$ cat src/sle_pkg.sv
// ----------------------------------------------------------------------------
// sle_pkg
// Shared types and constants for the serial line editor.
// ----------------------------------------------------------------------------
package sle_pkg;

    // Default line store depth; the line holds one character less
    localparam int LINE_DEPTH_DEFAULT = 32;

    // Character codes
    localparam logic [7:0] CH_ENTER = 8'h0D;
    localparam logic [7:0] CH_BS    = 8'h08;
    localparam logic [7:0] CH_DEL   = 8'h7F;
    localparam logic [7:0] CH_SPACE = 8'h20;
    localparam logic [7:0] CH_BELL  = 8'h07;

    // Result kinds
    localparam logic [2:0] KIND_ECHO   = 3'd0;
    localparam logic [2:0] KIND_BELL   = 3'd1;
    localparam logic [2:0] KIND_EOL    = 3'd2;
    localparam logic [2:0] KIND_PROMPT = 3'd3;
    localparam logic [2:0] KIND_CMD    = 3'd4;

    // One result item
    typedef struct packed {
        logic [2:0] kind;
        logic [7:0] out_byte;
        logic       command_last;
        logic       last;
    } sle_result_t;

    // Sequencer states
    typedef enum logic [3:0] {
        ST_IDLE,
        ST_ECHO,
        ST_BELL,
        ST_BS1,
        ST_SPACE,
        ST_BS2,
        ST_EOL_A,
        ST_CMD,
        ST_EOL_B,
        ST_PROMPT
    } sle_state_t;

endpackage

$ cat src/sle_ctrl.sv
// ----------------------------------------------------------------------------
// sle_ctrl
// Line store memory and the sequencer that decodes received bytes and
// produces the result items, reading stored commands back on Enter.
// ----------------------------------------------------------------------------
module sle_ctrl
    import sle_pkg::*;
#(
    parameter int LINE_DEPTH = LINE_DEPTH_DEFAULT
)
(
    input  logic        clk,
    input  logic        rst_n,
    // incoming item
    input  logic        in_valid,
    output logic        in_ready,
    input  logic [7:0]  rx_byte,
    input  logic        rx_fault,
    // configuration
    input  logic        cfg_valid,
    input  logic        cfg_data,
    // result push toward the output register
    output logic        push_valid,
    input  logic        push_ready,
    output sle_result_t push_data
);

    localparam int LEN_W = $clog2(LINE_DEPTH);
    localparam logic [LEN_W-1:0] LEN_MAX = LEN_W'(LINE_DEPTH - 1);

    sle_state_t state_reg, state_next;
    logic [LEN_W-1:0] len_reg, len_next;
    logic [LEN_W-1:0] idx_reg, idx_next;
    logic [7:0]       byte_reg, byte_next;
    logic             cmd_en_reg;

    logic             accept;
    logic             fire;
    logic             is_enter;
    logic             is_erase;
    logic             is_ctrl;
    logic             cmd_last;

    // line store, synchronous read
    logic [7:0]       mem [LINE_DEPTH];
    logic             wr_en;
    logic             rd_en;
    logic [LEN_W-1:0] rd_addr;
    logic [7:0]       rd_data;

    assign accept   = in_valid && in_ready;
    assign fire     = push_valid && push_ready;
    assign is_enter = (rx_byte == CH_ENTER);
    assign is_erase = (rx_byte == CH_BS) || (rx_byte == CH_DEL);
    assign is_ctrl  = (rx_byte < CH_SPACE) || (len_reg == LEN_MAX);
    assign cmd_last = ((idx_reg + 1'b1) == len_reg);
    assign wr_en    = accept && !rx_fault && !is_enter && !is_erase && !is_ctrl;

    // memory write and registered read
    always_ff @(posedge clk)
    begin
        if (wr_en)
        begin
            mem[len_reg] <= rx_byte;
        end
        if (rd_en)
        begin
            rd_data <= mem[rd_addr];
        end
    end

    // command output enable register
    always_ff @(posedge clk or negedge rst_n)
    begin
        if (!rst_n)
        begin
            cmd_en_reg <= 1'b1;
        end
        else if (cfg_valid)
        begin
            cmd_en_reg <= cfg_data;
        end
    end

    // control registers
    always_ff @(posedge clk or negedge rst_n)
    begin
        if (!rst_n)
        begin
            state_reg <= ST_IDLE;
            len_reg   <= '0;
            idx_reg   <= '0;
        end
        else
        begin
            state_reg <= state_next;
            len_reg   <= len_next;
            idx_reg   <= idx_next;
        end
    end

    // latched input byte
    always_ff @(posedge clk)
    begin
        byte_reg <= byte_next;
    end

    // next state
    always_comb
    begin
        state_next = state_reg;
        len_next   = len_reg;
        idx_next   = idx_reg;
        byte_next  = byte_reg;
        unique case (state_reg)
            ST_IDLE:
            begin
                if (accept && !rx_fault)
                begin
                    byte_next = rx_byte;
                    if (is_enter)
                    begin
                        state_next = (len_reg != '0) ? ST_EOL_A : ST_EOL_B;
                    end
                    else if (is_erase)
                    begin
                        if (len_reg != '0)
                        begin
                            len_next   = len_reg - 1'b1;
                            state_next = ST_BS1;
                        end
                    end
                    else if (is_ctrl)
                    begin
                        state_next = ST_BELL;
                    end
                    else
                    begin
                        len_next   = len_reg + 1'b1;
                        state_next = ST_ECHO;
                    end
                end
            end
            ST_ECHO, ST_BELL, ST_BS2:
            begin
                if (fire) state_next = ST_IDLE;
            end
            ST_BS1:
            begin
                if (fire) state_next = ST_SPACE;
            end
            ST_SPACE:
            begin
                if (fire) state_next = ST_BS2;
            end
            ST_EOL_A:
            begin
                if (fire)
                begin
                    idx_next   = '0;
                    state_next = cmd_en_reg ? ST_CMD : ST_EOL_B;
                end
            end
            ST_CMD:
            begin
                if (fire)
                begin
                    if (cmd_last)
                    begin
                        state_next = ST_EOL_B;
                    end
                    else
                    begin
                        idx_next = idx_reg + 1'b1;
                    end
                end
            end
            ST_EOL_B:
            begin
                if (fire) state_next = ST_PROMPT;
            end
            ST_PROMPT:
            begin
                if (fire)
                begin
                    len_next   = '0;
                    state_next = ST_IDLE;
                end
            end
            default:
            begin
                state_next = ST_IDLE;
            end
        endcase
    end

    // outputs per state
    always_comb
    begin
        in_ready   = 1'b0;
        push_valid = 1'b1;
        push_data  = '{kind: KIND_ECHO, out_byte: 8'h00, command_last: 1'b0, last: 1'b0};
        rd_en      = 1'b0;
        rd_addr    = '0;
        unique case (state_reg)
            ST_IDLE:
            begin
                in_ready   = 1'b1;
                push_valid = 1'b0;
            end
            ST_ECHO:
            begin
                push_data.out_byte = byte_reg;
                push_data.last     = 1'b1;
            end
            ST_BELL:
            begin
                push_data.kind     = KIND_BELL;
                push_data.out_byte = CH_BELL;
                push_data.last     = 1'b1;
            end
            ST_BS1:
            begin
                push_data.out_byte = CH_BS;
            end
            ST_SPACE:
            begin
                push_data.out_byte = CH_SPACE;
            end
            ST_BS2:
            begin
                push_data.out_byte = CH_BS;
                push_data.last     = 1'b1;
            end
            ST_EOL_A:
            begin
                push_data.kind = KIND_EOL;
                // fetch the first command byte as the marker leaves
                rd_en   = fire && cmd_en_reg;
                rd_addr = '0;
            end
            ST_CMD:
            begin
                push_data.kind         = KIND_CMD;
                push_data.out_byte     = rd_data;
                push_data.command_last = cmd_last;
                rd_en   = fire && !cmd_last;
                rd_addr = idx_reg + 1'b1;
            end
            ST_EOL_B:
            begin
                push_data.kind = KIND_EOL;
            end
            ST_PROMPT:
            begin
                push_data.kind = KIND_PROMPT;
                push_data.last = 1'b1;
            end
            default:
            begin
                push_valid = 1'b0;
            end
        endcase
    end

endmodule

$ cat src/sle_out_reg.sv
// ----------------------------------------------------------------------------
// sle_out_reg
// Output register stage between the sequencer and the result stream.
// ----------------------------------------------------------------------------
module sle_out_reg
    import sle_pkg::*;
(
    input  logic        clk,
    input  logic        rst_n,
    input  logic        push_valid,
    output logic        push_ready,
    input  sle_result_t push_data,
    output logic        m_tvalid,
    input  logic        m_tready,
    output sle_result_t m_data
);

    logic        valid_reg;
    sle_result_t data_reg;

    // stage takes a new result when empty or when its result leaves
    assign push_ready = !valid_reg || m_tready;
    assign m_tvalid   = valid_reg;
    assign m_data     = data_reg;

    // valid flag
    always_ff @(posedge clk or negedge rst_n)
    begin
        if (!rst_n)
        begin
            valid_reg <= 1'b0;
        end
        else if (push_ready)
        begin
            valid_reg <= push_valid;
        end
    end

    // payload
    always_ff @(posedge clk)
    begin
        if (push_ready && push_valid)
        begin
            data_reg <= push_data;
        end
    end

endmodule

$ cat src/serial_line_editor_top.sv
// ----------------------------------------------------------------------------
// serial_line_editor_top
// Command line editor for a serial console receive stream.
// ----------------------------------------------------------------------------
// One received byte is taken per transaction when the editor is idle. A
// printable byte or a bell is accepted and then issues its one result; an
// erase issues 3 results (none on an empty line); Enter issues 2 results on
// an empty line and 3 + L results otherwise (L = stored characters, or 0 when
// command output is off) at one per cycle as long as the result stream does
// not stall, and the next byte is taken once the last result has been issued.
// The sequencer walks the line store one address per result, through its
// registered read port. Results pass through one output register, so a byte
// can be accepted while the final result of the previous one still waits.
// ----------------------------------------------------------------------------
module serial_line_editor_top
    import sle_pkg::*;
#(
    parameter int LINE_DEPTH = LINE_DEPTH_DEFAULT
)
(
    input  logic       clk,
    input  logic       rst_n,
    // received bytes
    input  logic       s_tvalid,
    output logic       s_tready,
    input  logic [7:0] s_tdata,   // [7:0] rx_byte
    input  logic       s_tuser,   // [0] rx_fault
    // results
    output logic       m_tvalid,
    input  logic       m_tready,
    output logic [7:0] m_tdata,   // [7:0] out_byte
    output logic [3:0] m_tuser,   // [2:0] kind, [3] command_last
    output logic       m_tlast,   // last result of the received byte
    // configuration
    input  logic       cfg_valid,
    output logic       cfg_ready,
    input  logic       cfg_data   // command_output_enable
);

    logic        push_valid;
    logic        push_ready;
    sle_result_t push_data;
    sle_result_t m_data;

    assign cfg_ready = 1'b1;

    sle_ctrl #(
        .LINE_DEPTH (LINE_DEPTH)
    ) u_ctrl (
        .clk        (clk),
        .rst_n      (rst_n),
        .in_valid   (s_tvalid),
        .in_ready   (s_tready),
        .rx_byte    (s_tdata),
        .rx_fault   (s_tuser),
        .cfg_valid  (cfg_valid),
        .cfg_data   (cfg_data),
        .push_valid (push_valid),
        .push_ready (push_ready),
        .push_data  (push_data)
    );

    sle_out_reg u_out_reg (
        .clk        (clk),
        .rst_n      (rst_n),
        .push_valid (push_valid),
        .push_ready (push_ready),
        .push_data  (push_data),
        .m_tvalid   (m_tvalid),
        .m_tready   (m_tready),
        .m_data     (m_data)
    );

    // pack result fields onto the stream
    assign m_tdata = m_data.out_byte;
    assign m_tuser = {m_data.command_last, m_data.kind};
    assign m_tlast = m_data.last;

endmodule

$ cat config.mk
export PLATFORM = sky130hd
export DESIGN_NAME = serial_line_editor_top
export DESIGN_NICKNAME = d
export VERILOG_FILES = /design/src/sle_pkg.sv /design/src/sle_ctrl.sv /design/src/sle_out_reg.sv /design/src/serial_line_editor_top.sv
export SDC_FILE = /design/constraint.sdc
export NUM_CORES = 1
export LEC_CHECK = 0
export ABC_CLOCK_PERIOD_IN_PS = 2800
export BUFFER_PORTS_ARGS = -buffer_cell sky130_fd_sc_hd__buf_2
export CORE_MARGIN = 3
export CORE_UTILIZATION = 40
export DETAILED_ROUTE_END_ITERATION = 12
export PLACE_DENSITY = 0.66
export SKIP_CTS_REPAIR_TIMING = 1
export SLEW_MARGIN = 20
export SYNTH_ARGS = -nofsm -noshare
export SYNTH_HDL_FRONTEND = slang
export SYNTH_HIERARCHICAL = 1
export SYNTH_SLANG_ARGS = --single-unit
$ cat constraint.sdc
create_clock -name clk -period 2.8 [get_ports clk]
set_input_delay 0.14 -clock clk [delete_from_list [all_inputs] [get_ports clk]]
set_output_delay 0.14 -clock clk [all_outputs]
set_load 0.03 [all_outputs]
Word-level counts from Yosys, hierarchy flattened:

Memory sizes are Yosys's and may differ from the RTL's. A register that Yosys moved wholly into a read port is not among the register bits.
Cells that the tools add are included.

* memories: 1
* bits in writable memories: 256
* bits of input ports: 15
* logic and storage cells: 106
* flip-flop bits (word level): 37
* output and inout port bits: 16

* multiplexer cells: 34
* reductions and logical operators: 29
* add/sub/neg operators: 3
* $lt $le $gt $ge: 1
* eq/ne operators: 28

Memories
* u_ctrl.mem: words 32, bits a word 8, rd ports 1, clocked after memory_dff 1, write ports 1, RTL line sle_ctrl.sv:45 `logic [7:0] mem [LINE_DEPTH];`

Operators with widths (count)
* 4-bit two-way mux: 13
* 5-bit two-way mux: 9
* 8-bit one-hot mux with 5 select lines: 1
* 4-bit one-hot mux with 7 select lines: 1
* 5-bit one-hot mux with 2 select lines: 2
* 2-bit by 1-bit inequality test with 1-bit output, second input constant: 9
* 4-bit by 3-bit == test with 1-bit output, second input constant: 4
* 8-bit by 4-bit == test with 1-bit output, second input constant: 2
* 3-bit one-hot mux with 4 select lines: 1
* 5-bit by 1-bit adder with 5-bit output, second input constant: 2
* 9-bit AND reduction: 1
* 9-bit OR reduction: 1
* 4-bit by 2-bit == test with 1-bit output, second input constant: 2
* 4-bit == test, second input constant: 2
* 8-bit by 7-bit == test with 1-bit output, second input constant: 1
* 1-bit logical AND: 8
* 8-bit by 6-bit < comparator with 1-bit output, second input constant: 1
* 1-bit zero test: 6
* 6-bit AND reduction: 1
* 5-bit == test: 1
* 5-bit == test, second input constant: 1
* 1-bit two-way mux: 5
* 5-bit nonzero test: 1
* 5-bit by 1-bit subtractor with 5-bit output, second input constant: 1
* other kinds (14): 19

Logic depth before layout (Yosys ltp):

Gate-level depths: netlist of the first run.

* word-level depth: 9
* depth in mapped cells: 10
* depth with buffers taken out: 9

Cells and area by module:

Netlist of the first run, hierarchy kept.

By module, submodules not included
* sle_ctrl: area an instance 12539.5 um^2, sequential area each 8544.4 um^2, cells each 876, times used 1
* sle_out_reg: area an instance 444.2 um^2, sequential area each 415.4 um^2, cells each 17, times used 1
* serial_line_editor_top: area an instance 11.3 um^2, sequential area each 0.0 um^2, cells each 2, times used 1

Worst setup path before layout of the first run:

Ideal clock, no wire load.

* path type: register to register
* from: reg u_ctrl.state_reg[1]
* to: mem u_ctrl.mem[10][0] (enable)
* library setup time: 0.370 ns
* required time: 2.430 ns
* clock period less this slack: 2.467 ns
* buffers on the path: 2
* setup slack: 0.333 ns
* cell stages (with the launch flop): 8
* arrival: 2.096 ns
* cells stage by stage: dfrtp_1 buf_6 or2_1 buf_6 or4_4 nor2_2 nand3b_2 nor2_1

* cells in the longest elaborated chain, start to end: 9

RTL lines
* start: declaration: RTL line sle_ctrl.sv:31 `sle_state_t state_reg, state_next;`
* start signal: assignment: RTL line sle_ctrl.sv:96 `state_reg <= state_next;`
* 4-bit zero test: RTL line sle_ctrl.sv:205 `unique case (state_reg)`
* 1-bit two-way mux: RTL line sle_ctrl.sv:205
* 1-bit logical AND: RTL line sle_ctrl.sv:51 `assign accept = in_valid && in_ready;`
* 1-bit logical AND (4 in a row): RTL line sle_ctrl.sv:57 `assign wr_en = accept && !rx_fault && !is_enter && !is_erase && !is_ctrl;`
* 1-bit two-way mux: RTL line sle_ctrl.sv:62 `if (wr_en)`
* 1-bit two-way mux (not written as such): RTL line sle_ctrl.sv:64 `mem[len_reg] <= rx_byte;`
* end: declaration: RTL line sle_ctrl.sv:45

No other way between the ends.

Worst setup path in the final report of the first run:

* from: in s_tdata[4]
* to: reg u_ctrl.len_reg[4]

* cells in the longest elaborated chain, start to end: 6
* elaborated cells between the ends (all ways): 14
* those cells by class: order compare (1); eq/ne (6); mux (4); reduce/logical (3)

RTL lines
* start: declaration: RTL line serial_line_editor_top.sv:26 `input logic [7:0] s_tdata,`
* parallel branches: the longest is 6 deep, another holds 8-bit by 6-bit < comparator with 1-bit output
* end signal: assignment: RTL line sle_ctrl.sv:97 `len_reg <= len_next;`
* end: declaration: RTL line sle_ctrl.sv:32 `logic [LEN_W-1:0] len_reg, len_next;`

Several ways; the timed one is not identified. The select of a mux whose other input is x is not followed.
A chain may end at the register's enable or synchronous reset.

==> flow_summary.ini, run 1 <==
[run_status]
outcome = completed

[worst_hold_path]
hold_end = u_ctrl/mem[22][7]$_DFFE_PP_
hold_depth = 1
timing.hold.worst.start = s_tdata[7]
hold_path_class = in2reg

[synth]
ys.flop_type = sky130_fd_sc_hd__edfxtp_1
synth_commonest_cells = 285 x sky130_fd_sc_hd__edfxtp_1, 53 x sky130_fd_sc_hd__nand2_1, 52 x sky130_fd_sc_hd__a21oi_1, 52 x sky130_fd_sc_hd__nor2_1
netlist.top_cell.by_area = sky130_fd_sc_hd__edfxtp_1
yosysTopAreaCellShare_pct = 65.9
synth_area_um2 = 13000
synth-seq-cells = 301
ys.warnings.count = 6
postSynthAreaPerCell_um2 = 14.5
synthArstFlopShare_pct = 5.32
post_synth_main_area_contributors = sky130_fd_sc_hd__edfxtp_1 66%, sky130_fd_sc_hd__dfrtp_1 2.9%, sky130_fd_sc_hd__mux2i_1 2.5%
yosysSeqAreaShare_pct = 68.9
syn-instance-count = 895
synth_edf_count = 285
synth_cell_types = 75
synthMostInstantiatedCell = sky130_fd_sc_hd__edfxtp_1

[worst_setup_path]
startpoint = s_tdata[4]
end_kind = flip-flop
required_ps = 3240
rr_endpoint = u_ctrl/rd_data[1]$_DFFE_PP_
setup.reg_to_reg.worst_slack_ps = 240
crit_path_start_kind = primary input
critical_path_class = in2reg
rr_startpoint = u_ctrl/idx_reg[0]$_DFFE_PN0P_
critical_path.max_fanout = 8
critPathArrivalTime_ps = 3030
worst_r2r_path_depth = 7

[placed_design]
post-dp-hpwl_um = 21600
detailed_place.area_um2 = 14000
gp_congestion = 0.847
port_buffer_count = 29
placed_cells_incl_taps = 1369

[floorplan]
die_width_um = 186
fp.dieH_um = 186
placementRows = 65
start_util_pct = 40.9
pin_count = 31
fp.coreArea_um2 = 31800
design.die.area_um2 = 34700

[routing]
wl_per_cell_um = 23.5
detail-route-antenna-nets = 0
viasPerCell = 5.82
drc_errors = 0
drt_iter0_drc = 1023
totalWireLength_um = 33700
via_count = 8326
drt_first_pass_iters = 5

[clocking]
tritoncts.num_buffers = 30
clock_latency_ps = 570
cts.root.buffer_cell = sky130_fd_sc_hd__clkbuf_16
tritoncts = done
clock_tree.buffer_depth = 3
clk_transition_reported_paths_ps = 60
cts_num_sinks = 301
cts-htree-levels = 1

[final_layout]
layout-area-overhead-vs-synth_pct = 15.5
number_of_flip_flops_under_the_largest_register_name = 256
final_design_area_no_fill_um2 = 15000
top_register = u_ctrl/mem
combined_area_of_the_multi_input_logic_cells_um2 = 3730
layout.cells.non_filler = 1431
n_antenna_cell = 0
filler_cell_count = 2780
post_route_cells_drive_above_1_share_pct = 19.8
seq_area_um2 = 8960
fin_nets = 994

[timing]
timing.final.setup_violations = 0
fmax_ghz = 0.387
worstMarginPinSlew_ps = 649
slew_headroom_pct = 55.6
final_max_slew_violation_count = 0
post-route-period-util_pct = 92.2
clock-skew-final_ps = 18.6
hold_viol = 0
final.setup.tns_ps = 0
grt_setup_unrepaired = false
shortest_clock_period_the_worst_path_allows_after_layout_ps = 2580

[global_route]
grt_usage_pct = 19.3
vias_in_the_first_global_route = 7920
first_pass_grt_wire_length_um = 49900
grt_start_max_net_pins = 65
antenna_found_initial = 0
grt.overflow.total = 0

[job]
cap_violations = 0

[power_and_ir_drop]
power.density_cell_area_nw_per_um2 = 972
maximum_vdd_drop_uv = 503
total_leakage_power_nw = 5.10
-- stage by stage --
stage	setup slack, ps	util [%]	power, mW	hold slack (ps)
CTS	84.4	46.9	14.6	-495
finish	218	47.2	14.6	14.1
floorplan	333	-	9.10	-156
global placement	161	44.0	10.7	92.5
global route	103	47.2	15.3	24.7
detailed placement	132	44.0	10.7	97.9
-- final cells by class --
class	instances	share of cell area, %
clock buffer	36	5.15
clock inverter	18	1.07
inverter	6	0.150
multi-input combinational	528	24.8
sequential	301	59.7
tap	435	3.63
timing repair buffer	107	5.44
-- layer usage --
layer | global-route usage (%) | wire [um]
met2 | 29.5 | 15200
met3 | 5.25 | 3370
met1 | 27.4 | 14100
met4 | 5.57 | 1040
met5 | 0 | 0
-- worst max path at each step --
stage | slack [ps] | cells after the start | to
finish | 220 | 11 | u_ctrl/len_reg[4]$_DFFE_PN0P_
global route | 100 | 7 | u_ctrl/rd_data[1]$_DFFE_PP_
CTS | 80 | 7 | u_ctrl/rd_data[1]$_DFFE_PP_
detailed placement | 130 | 7 | u_ctrl/rd_data[1]$_DFFE_PP_
global placement | 160 | 7 | u_ctrl/rd_data[1]$_DFFE_PP_
floorplan | 330 | 7 | u_ctrl/mem[10][0]$_DFFE_PP_
-- report_power, final --
part	switching [mW]	total, mW	internal, mW
logic	3.47	5.38	1.91
clock network	1.68	3.83	2.15
registers	0.146	5.38	5.23
-- cell usage in the layout, fill, tap and decap left out, types with 9 or more instances in the layout --
cell	instances
sky130_fd_sc_hd__nor3_1	11
sky130_fd_sc_hd__edfxtp_1	285
sky130_fd_sc_hd__o221ai_1	34
sky130_fd_sc_hd__o21ai_0	31
sky130_fd_sc_hd__dfrtp_1	14
sky130_fd_sc_hd__buf_4	64
sky130_fd_sc_hd__o211ai_1	18
sky130_fd_sc_hd__nand2b_1	9
sky130_fd_sc_hd__buf_2	29
sky130_fd_sc_hd__clkbuf_16	30
sky130_fd_sc_hd__conb_1	9
sky130_fd_sc_hd__a21oi_1	52
sky130_fd_sc_hd__mux2i_1	32
sky130_fd_sc_hd__o21a_1	16
sky130_fd_sc_hd__a211oi_1	9
sky130_fd_sc_hd__o22ai_1	9
sky130_fd_sc_hd__a21o_1	12
sky130_fd_sc_hd__mux2_2	11
sky130_fd_sc_hd__a32oi_1	9
sky130_fd_sc_hd__nor2_1	52
sky130_fd_sc_hd__nand2_1	53
sky130_fd_sc_hd__nand3_1	27
-- critical path, stage by stage --
cell,delay [ps]
sky130_fd_sc_hd__dlygate4sd3_1,540
sky130_fd_sc_hd__buf_2,180
sky130_fd_sc_hd__nor4_2,390
sky130_fd_sc_hd__a22o_1,230
sky130_fd_sc_hd__and2_1,310
sky130_fd_sc_hd__ha_1,330
sky130_fd_sc_hd__a21o_1,180
sky130_fd_sc_hd__a21oi_1,200
sky130_fd_sc_hd__xnor2_1,170
sky130_fd_sc_hd__nor3b_1,80
sky130_fd_sc_hd__a211o_1,270
-- logic make-up (layout without fill, tap and decap cells) --
| kind of cell | after synthesis | count (layout) | synth area share [%] |
|---|---|---|---|
| AOI/OAI and AO/OA | 248 | 248 | 13.6 |
| xor gates and xnor gates | 14 | 14 | 1.06 |
| adders and majority gates | 5 | 5 | 0.539 |
| buffers and inverters | 73 | 167 | 2.74 |
| DFF | 301 | 301 | 68.9 |
| muxes | 51 | 51 | 4.80 |
| other | 2 | 9 | 0.0578 |
| and+or+nand+nor | 201 | 201 | 8.24 |
Note: power is estimated with default switching activity, not from simulation.
==> run 2: changes to the inputs <==
- CELL_PAD_IN_SITES_DETAIL_PLACEMENT: default -> 0
- CELL_PAD_IN_SITES_GLOBAL_PLACEMENT: default -> 1
- PLACE_DENSITY: 0.66 -> 0.74
==> flow_summary.ini, run 2 (synthesized netlist as in run 1, its figures left out) <==
[run_status]
outcome = completed

[job]
cap_violations = 0

[floorplan]
design.die.area_um2 = 34700
fp.coreArea_um2 = 31800
start_util_pct = 40.9
die_width_um = 186
pin_count = 31
fp.dieH_um = 186
placementRows = 65

[routing]
drt_iter0_drc = 741
wl_per_cell_um = 22.6
top_signal_layer_used = met5
route.layer.met1.wl_um = 14100
drc_errors = 0
drt_first_pass_iters = 5
detailroute.wirelength.met2_um = 14800
routed-wl-met3_um = 2450
totalWireLength_um = 32500
via_count = 8104
viasPerCell = 5.65
detail-route-antenna-nets = 0

[worst_setup_path]
rr_startpoint = u_ctrl/idx_reg[0]$_DFFE_PN0P_
critical_path_class = reg2reg
critPathMaxStageDelay_ps = 500
critical-path-slowest-cell = sky130_fd_sc_hd__dfrtp_4
critical_path.max_fanout = 41
rr_endpoint = u_ctrl/rd_data[3]$_DFFE_PP_
crit_path_start_kind = flip-flop
setup.reg_to_reg.worst_slack_ps = 140
timing.critical_path.buf_inv = 1
required_ps = 3030
worst_r2r_path_depth = 8
end_kind = flip-flop
critical-path-top-delay-family = compound AO/OA/AOI/OAI gates
critPathArrivalTime_ps = 2890
cp_cell_sequence = ha_2, xor2_2, buf_12, mux4_2, a21oi_1, nor3_1, o22ai_1, a32oi_1

[final_layout]
filler_cell_count = 2760
number_of_flip_flops_under_the_largest_register_name = 256
top_library_cells_by_usage_in_the_layout_fill_and_taps_aside = 285 x sky130_fd_sc_hd__edfxtp_1, 71 x sky130_fd_sc_hd__buf_4, 53 x sky130_fd_sc_hd__nand2_1, 52 x sky130_fd_sc_hd__nor2_1, 52 x sky130_fd_sc_hd__a21oi_1
fin_nets = 998
top_register = u_ctrl/mem
final_design_area_no_fill_um2 = 15100
post_route_cells_drive_above_1_share_pct = 21.1
utilization_pct = 47.6
layout-area-overhead-vs-synth_pct = 16.6
layout_commonest_cell = sky130_fd_sc_hd__edfxtp_1

[global_route]
first_pass_grt_wire_length_um = 48800
antenna_found_initial = 1
grt_usage_pct = 18.8
grt.overflow.total = 0
vias_in_the_first_global_route = 7853
grt_start_max_net_pins = 54

[clocking]
clock_latency_ps = 510
cts.root.buffer_cell = sky130_fd_sc_hd__clkbuf_16
clock_tree.buffer_depth = 3
cts_num_sinks = 301
tritoncts = done
tritoncts.num_buffers = 34
clk_transition_reported_paths_ps = 50
cts-htree-levels = 2

[power_and_ir_drop]
power.net_switching_mw = 5.27
power.internal_mw = 9.83
share_comb_of_total_power_pct = 34.7
power.switching_fraction_pct = 34.9
sequential_fraction_of_design_power_pct = 35.8
power.density_cell_area_nw_per_um2 = 997
total_leakage_power_nw = 5.19
p_clk_share_pct = 29.5
maximum_vdd_drop_uv = 584

[placed_design]
gp_congestion = 0.846
detailed_place.area_um2 = 14000
port_buffer_count = 29
post-dp-hpwl_um = 21500

[worst_hold_path]
hold_depth = 1
hold_end = u_ctrl/byte_reg[1]$_DFFE_PP_
timing.hold.worst.start = s_tdata[1]
hold_path_class = in2reg

[timing]
final_max_slew_violation_count = 0
final.setup.tns_ps = 0
grt_setup_unrepaired = false
slew_headroom_pct = 58.8
post-route-period-util_pct = 94.8
hold_viol = 0
timing.final.setup_violations = 0
worstMarginPinSlew_ps = 617
clock-skew-final_ps = 16.5
shortest_clock_period_the_worst_path_allows_after_layout_ps = 2660
fmax_ghz = 0.377
[run 2: cell types whose count changed in the layout (fill, tap and decap cells not counted), moves of 2 or more]
| cell | previous run | this run |
|---|---|---|
| sky130_fd_sc_hd__clkbuf_1 | 6 | 4 |
| sky130_fd_sc_hd__buf_4 | 64 | 71 |
| sky130_fd_sc_hd__bufinv_16 | 2 | 5 |
| sky130_fd_sc_hd__clkinv_1 | 7 | 3 |
| sky130_fd_sc_hd__clkbuf_16 | 30 | 35 |
| sky130_fd_sc_hd__dlygate4sd3_1 | 8 | 3 |
[run 2: power groups by stage]
| stage | Combinational, mW | Clock [mW] | Sequential (mW) |
|---|---|---|---|
| 3_3_place_gp | 5.17 | 0 | 5.50 |
| 6_report | 5.23 | 4.46 | 5.41 |
| 5_1_grt | 5.68 | 4.71 | 5.44 |
| 3_5_place_dp | 5.22 | 0 | 5.50 |
| 4_1_cts | 5.24 | 4.52 | 5.41 |
| 2_1_floorplan | 3.47 | 0 | 5.63 |
[run 2: stage by stage]
stage	std cells	worst slack, ps	hold WS, ps	total power, mW
2_1_floorplan	902	333	-156	9.10
3_3_place_gp	1374	217	93.6	10.7
3_5_place_dp	1374	180	96.2	10.7
4_1_cts	1431	175	-439	15.2
5_1_grt	1435	95.3	25.0	15.8
6_report	1435	145	9.85	15.1
[run 2: worst max path at each step]
stage                                          from                           to  cells past startpoint
floorplan           u_ctrl/state_reg[1]$_DFFE_PN0P_  u_ctrl/mem[10][0]$_DFFE_PP_                      7
global placement      u_ctrl/idx_reg[0]$_DFFE_PN0P_  u_ctrl/rd_data[3]$_DFFE_PP_                      8
detailed placement    u_ctrl/idx_reg[0]$_DFFE_PN0P_  u_ctrl/rd_data[3]$_DFFE_PP_                      8
CTS                   u_ctrl/idx_reg[0]$_DFFE_PN0P_  u_ctrl/rd_data[3]$_DFFE_PP_                      8
global route          u_ctrl/idx_reg[1]$_DFFE_PN0P_  u_ctrl/rd_data[3]$_DFFE_PP_                      8
finish                u_ctrl/idx_reg[0]$_DFFE_PN0P_  u_ctrl/rd_data[3]$_DFFE_PP_                      8
[run 2: worst reg2reg max path: stages (launching register included)]
cell,delay [ps]
sky130_fd_sc_hd__dfrtp_4,500
sky130_fd_sc_hd__ha_2,280
sky130_fd_sc_hd__xor2_2,220
sky130_fd_sc_hd__buf_12,250
sky130_fd_sc_hd__mux4_2,360
sky130_fd_sc_hd__a21oi_1,160
sky130_fd_sc_hd__nor3_1,80
sky130_fd_sc_hd__o22ai_1,380
sky130_fd_sc_hd__a32oi_1,160
[run 2: routing by layer]
layer,up-vias,track usage (%)
li1,3704,-
met1,4055,26.3
met2,282,28.7
met3,61,4.40
met4,2,6.70
met5,-,2.48
[run 2: layout make-up]
cell class	count	area [um2]	area share (%)
Inverter	6	22.5	0.149
Antenna cell	1	2.50	0.0165
Clock buffer	39	891	5.88
Timing Repair Buffer	107	788	5.20
Tap cell	435	544	3.59
Clock inverter	18	221	1.46
Sequential cell	301	8960	59.2
Multi-Input combinational cell	528	3710	24.5
==> run 3: changes to the inputs <==
- CELL_PAD_IN_SITES_DETAIL_PLACEMENT: 0 -> 1
- CTS_CLUSTER_DIAMETER: default -> 50
==> flow_summary.ini, run 3 (synthesized netlist as in run 1, its figures left out) <==
[timing]
final_max_slew_violation_count = 0
clock-skew-final_ps = 18.6
worstMarginPinSlew_ps = 633
post-route-period-util_pct = 94.6
hold_viol = 0
timing.final.setup_violations = 0
slew_headroom_pct = 57.7
final.setup.tns_ps = 0
fmax_ghz = 0.378
grt_setup_unrepaired = false
shortest_clock_period_the_worst_path_allows_after_layout_ps = 2650

[job]
cap_violations = 0

[routing]
wl_per_cell_um = 24.7
drc_errors = 0
viasPerCell = 5.80
drt_iter0_drc = 796
detail-route-antenna-nets = 0
totalWireLength_um = 35700
drt_first_pass_iters = 6
via_count = 8384

[worst_hold_path]
hold_path_class = in2reg
timing.hold.worst.start = s_tdata[1]
hold_end = u_ctrl/byte_reg[1]$_DFFE_PP_
hold_depth = 1

[worst_setup_path]
critPathArrivalTime_ps = 2890
rr_endpoint = u_ctrl/rd_data[2]$_DFFE_PP_
crit_path_start_kind = flip-flop
rr_startpoint = u_ctrl/idx_reg[0]$_DFFE_PN0P_
cp_cell_sequence = ha_2, xor2_2, buf_12, mux4_2, a21oi_1, nor3_1, o22ai_1, a32oi_1
required_ps = 3040
critical_path_class = reg2reg
end_kind = flip-flop
critPathMaxStageDelay_ps = 500
critical-path-slowest-cell = sky130_fd_sc_hd__dfrtp_4
critical_path.max_fanout = 41
setup.reg_to_reg.worst_slack_ps = 150
worst_r2r_path_depth = 8

[final_layout]
utilization_pct = 47.8
final_design_area_no_fill_um2 = 15200
top_library_cells_by_usage_in_the_layout_fill_and_taps_aside = 285 x sky130_fd_sc_hd__edfxtp_1, 71 x sky130_fd_sc_hd__buf_4, 53 x sky130_fd_sc_hd__nand2_1, 52 x sky130_fd_sc_hd__a21oi_1, 51 x sky130_fd_sc_hd__nor2_1
fin_nets = 1000
post_route_cells_drive_above_1_share_pct = 21.1
seq_area_um2 = 8960
number_of_flip_flops_under_the_largest_register_name = 256
layout_commonest_cell = sky130_fd_sc_hd__edfxtp_1
top_register = u_ctrl/mem
layout-area-overhead-vs-synth_pct = 17.0
filler_cell_count = 3150
combined_area_of_the_multi_input_logic_cells_um2 = 3720

[global_route]
first_pass_grt_wire_length_um = 53400
antenna_found_initial = 2
grt.overflow.total = 0
grt_start_max_net_pins = 54
grt_usage_pct = 20.5
vias_in_the_first_global_route = 8550

[power_and_ir_drop]
power.density_cell_area_nw_per_um2 = 1010
total_leakage_power_nw = 5.20
maximum_vdd_drop_uv = 555
overall_power_mw = 15.4

[run_status]
outcome = completed

[clocking]
cts_num_sinks = 301
cts.root.buffer_cell = sky130_fd_sc_hd__clkbuf_16
clock_latency_ps = 520
clock_tree.buffer_depth = 3
clk_transition_reported_paths_ps = 60
cts-htree-levels = 2
tritoncts.num_buffers = 36
tritoncts = done

[placed_design]
port_buffer_count = 29
gp_congestion = 0.846
post-dp-hpwl_um = 23600
detailed_place.area_um2 = 14000

[floorplan]
fp.dieH_um = 186
fp.coreArea_um2 = 31800
placementRows = 65
die_width_um = 186
pin_count = 31
design.die.area_um2 = 34700
start_util_pct = 40.9
[run 3: per-stage QoR]
step	hold WS, ps	cells	setup slack, ps
CTS	-442	1440	157
finish	0.606	1445	152
detailed placement	95.2	1374	112
floorplan	-156	902	333
global route	8.31	1444	58.0
global placement	93.6	1374	217
[run 3: worst max-delay path by stage]
stage / startpoint / slack (ps) / cells after the start / endpoint
6_report: u_ctrl/idx_reg[0]$_DFFE_PN0P_ / 150 / 8 / u_ctrl/rd_data[2]$_DFFE_PP_
5_1_grt: u_ctrl/idx_reg[0]$_DFFE_PN0P_ / 60 / 8 / u_ctrl/rd_data[2]$_DFFE_PP_
4_1_cts: u_ctrl/idx_reg[0]$_DFFE_PN0P_ / 160 / 8 / u_ctrl/rd_data[3]$_DFFE_PP_
3_5_place_dp: u_ctrl/idx_reg[0]$_DFFE_PN0P_ / 110 / 8 / u_ctrl/rd_data[3]$_DFFE_PP_
3_3_place_gp: u_ctrl/idx_reg[0]$_DFFE_PN0P_ / 220 / 8 / u_ctrl/rd_data[3]$_DFFE_PP_
2_1_floorplan: u_ctrl/state_reg[1]$_DFFE_PN0P_ / 330 / 7 / u_ctrl/mem[10][0]$_DFFE_PP_
[run 3: layout make-up]
class	instances	share of cell area (%)
flip-flops and latches	301	59.0
multi-input cells	528	24.5
clock buffers	48	6.36
repair buffers	107	5.19
well taps	435	3.58
clock inverters	18	1.21
inverters	6	0.148
diodes	2	0.0329
[run 3: routing by layer]
layer  wire length, um  up-vias  global-route usage [%]
li1                  -     3716                       -
met1             15400     4304                    28.3
met2             16900      292                    33.4
met3              2230       72                    3.29
met4              1150        0                    7.18
met5                 0        -                       0
[run 3: where the power goes]
group          leakage (nW)  internal (mW)  switching [mW]
Clock                 0.557           2.73            1.81
Sequential             2.78           5.23           0.194
Combinational          1.86           1.87            3.54
[run 3: worst max-delay path: cells and delay by family (launching register included)]
family,cells,cell delay (ps)
AOI/OAI and AO/OA,3,670
muxes,1,330
adders and majority gates,1,290
DFF,1,500
buffers and inverters,1,250
and+or+nand+nor,1,90
xor gates and xnor gates,1,230
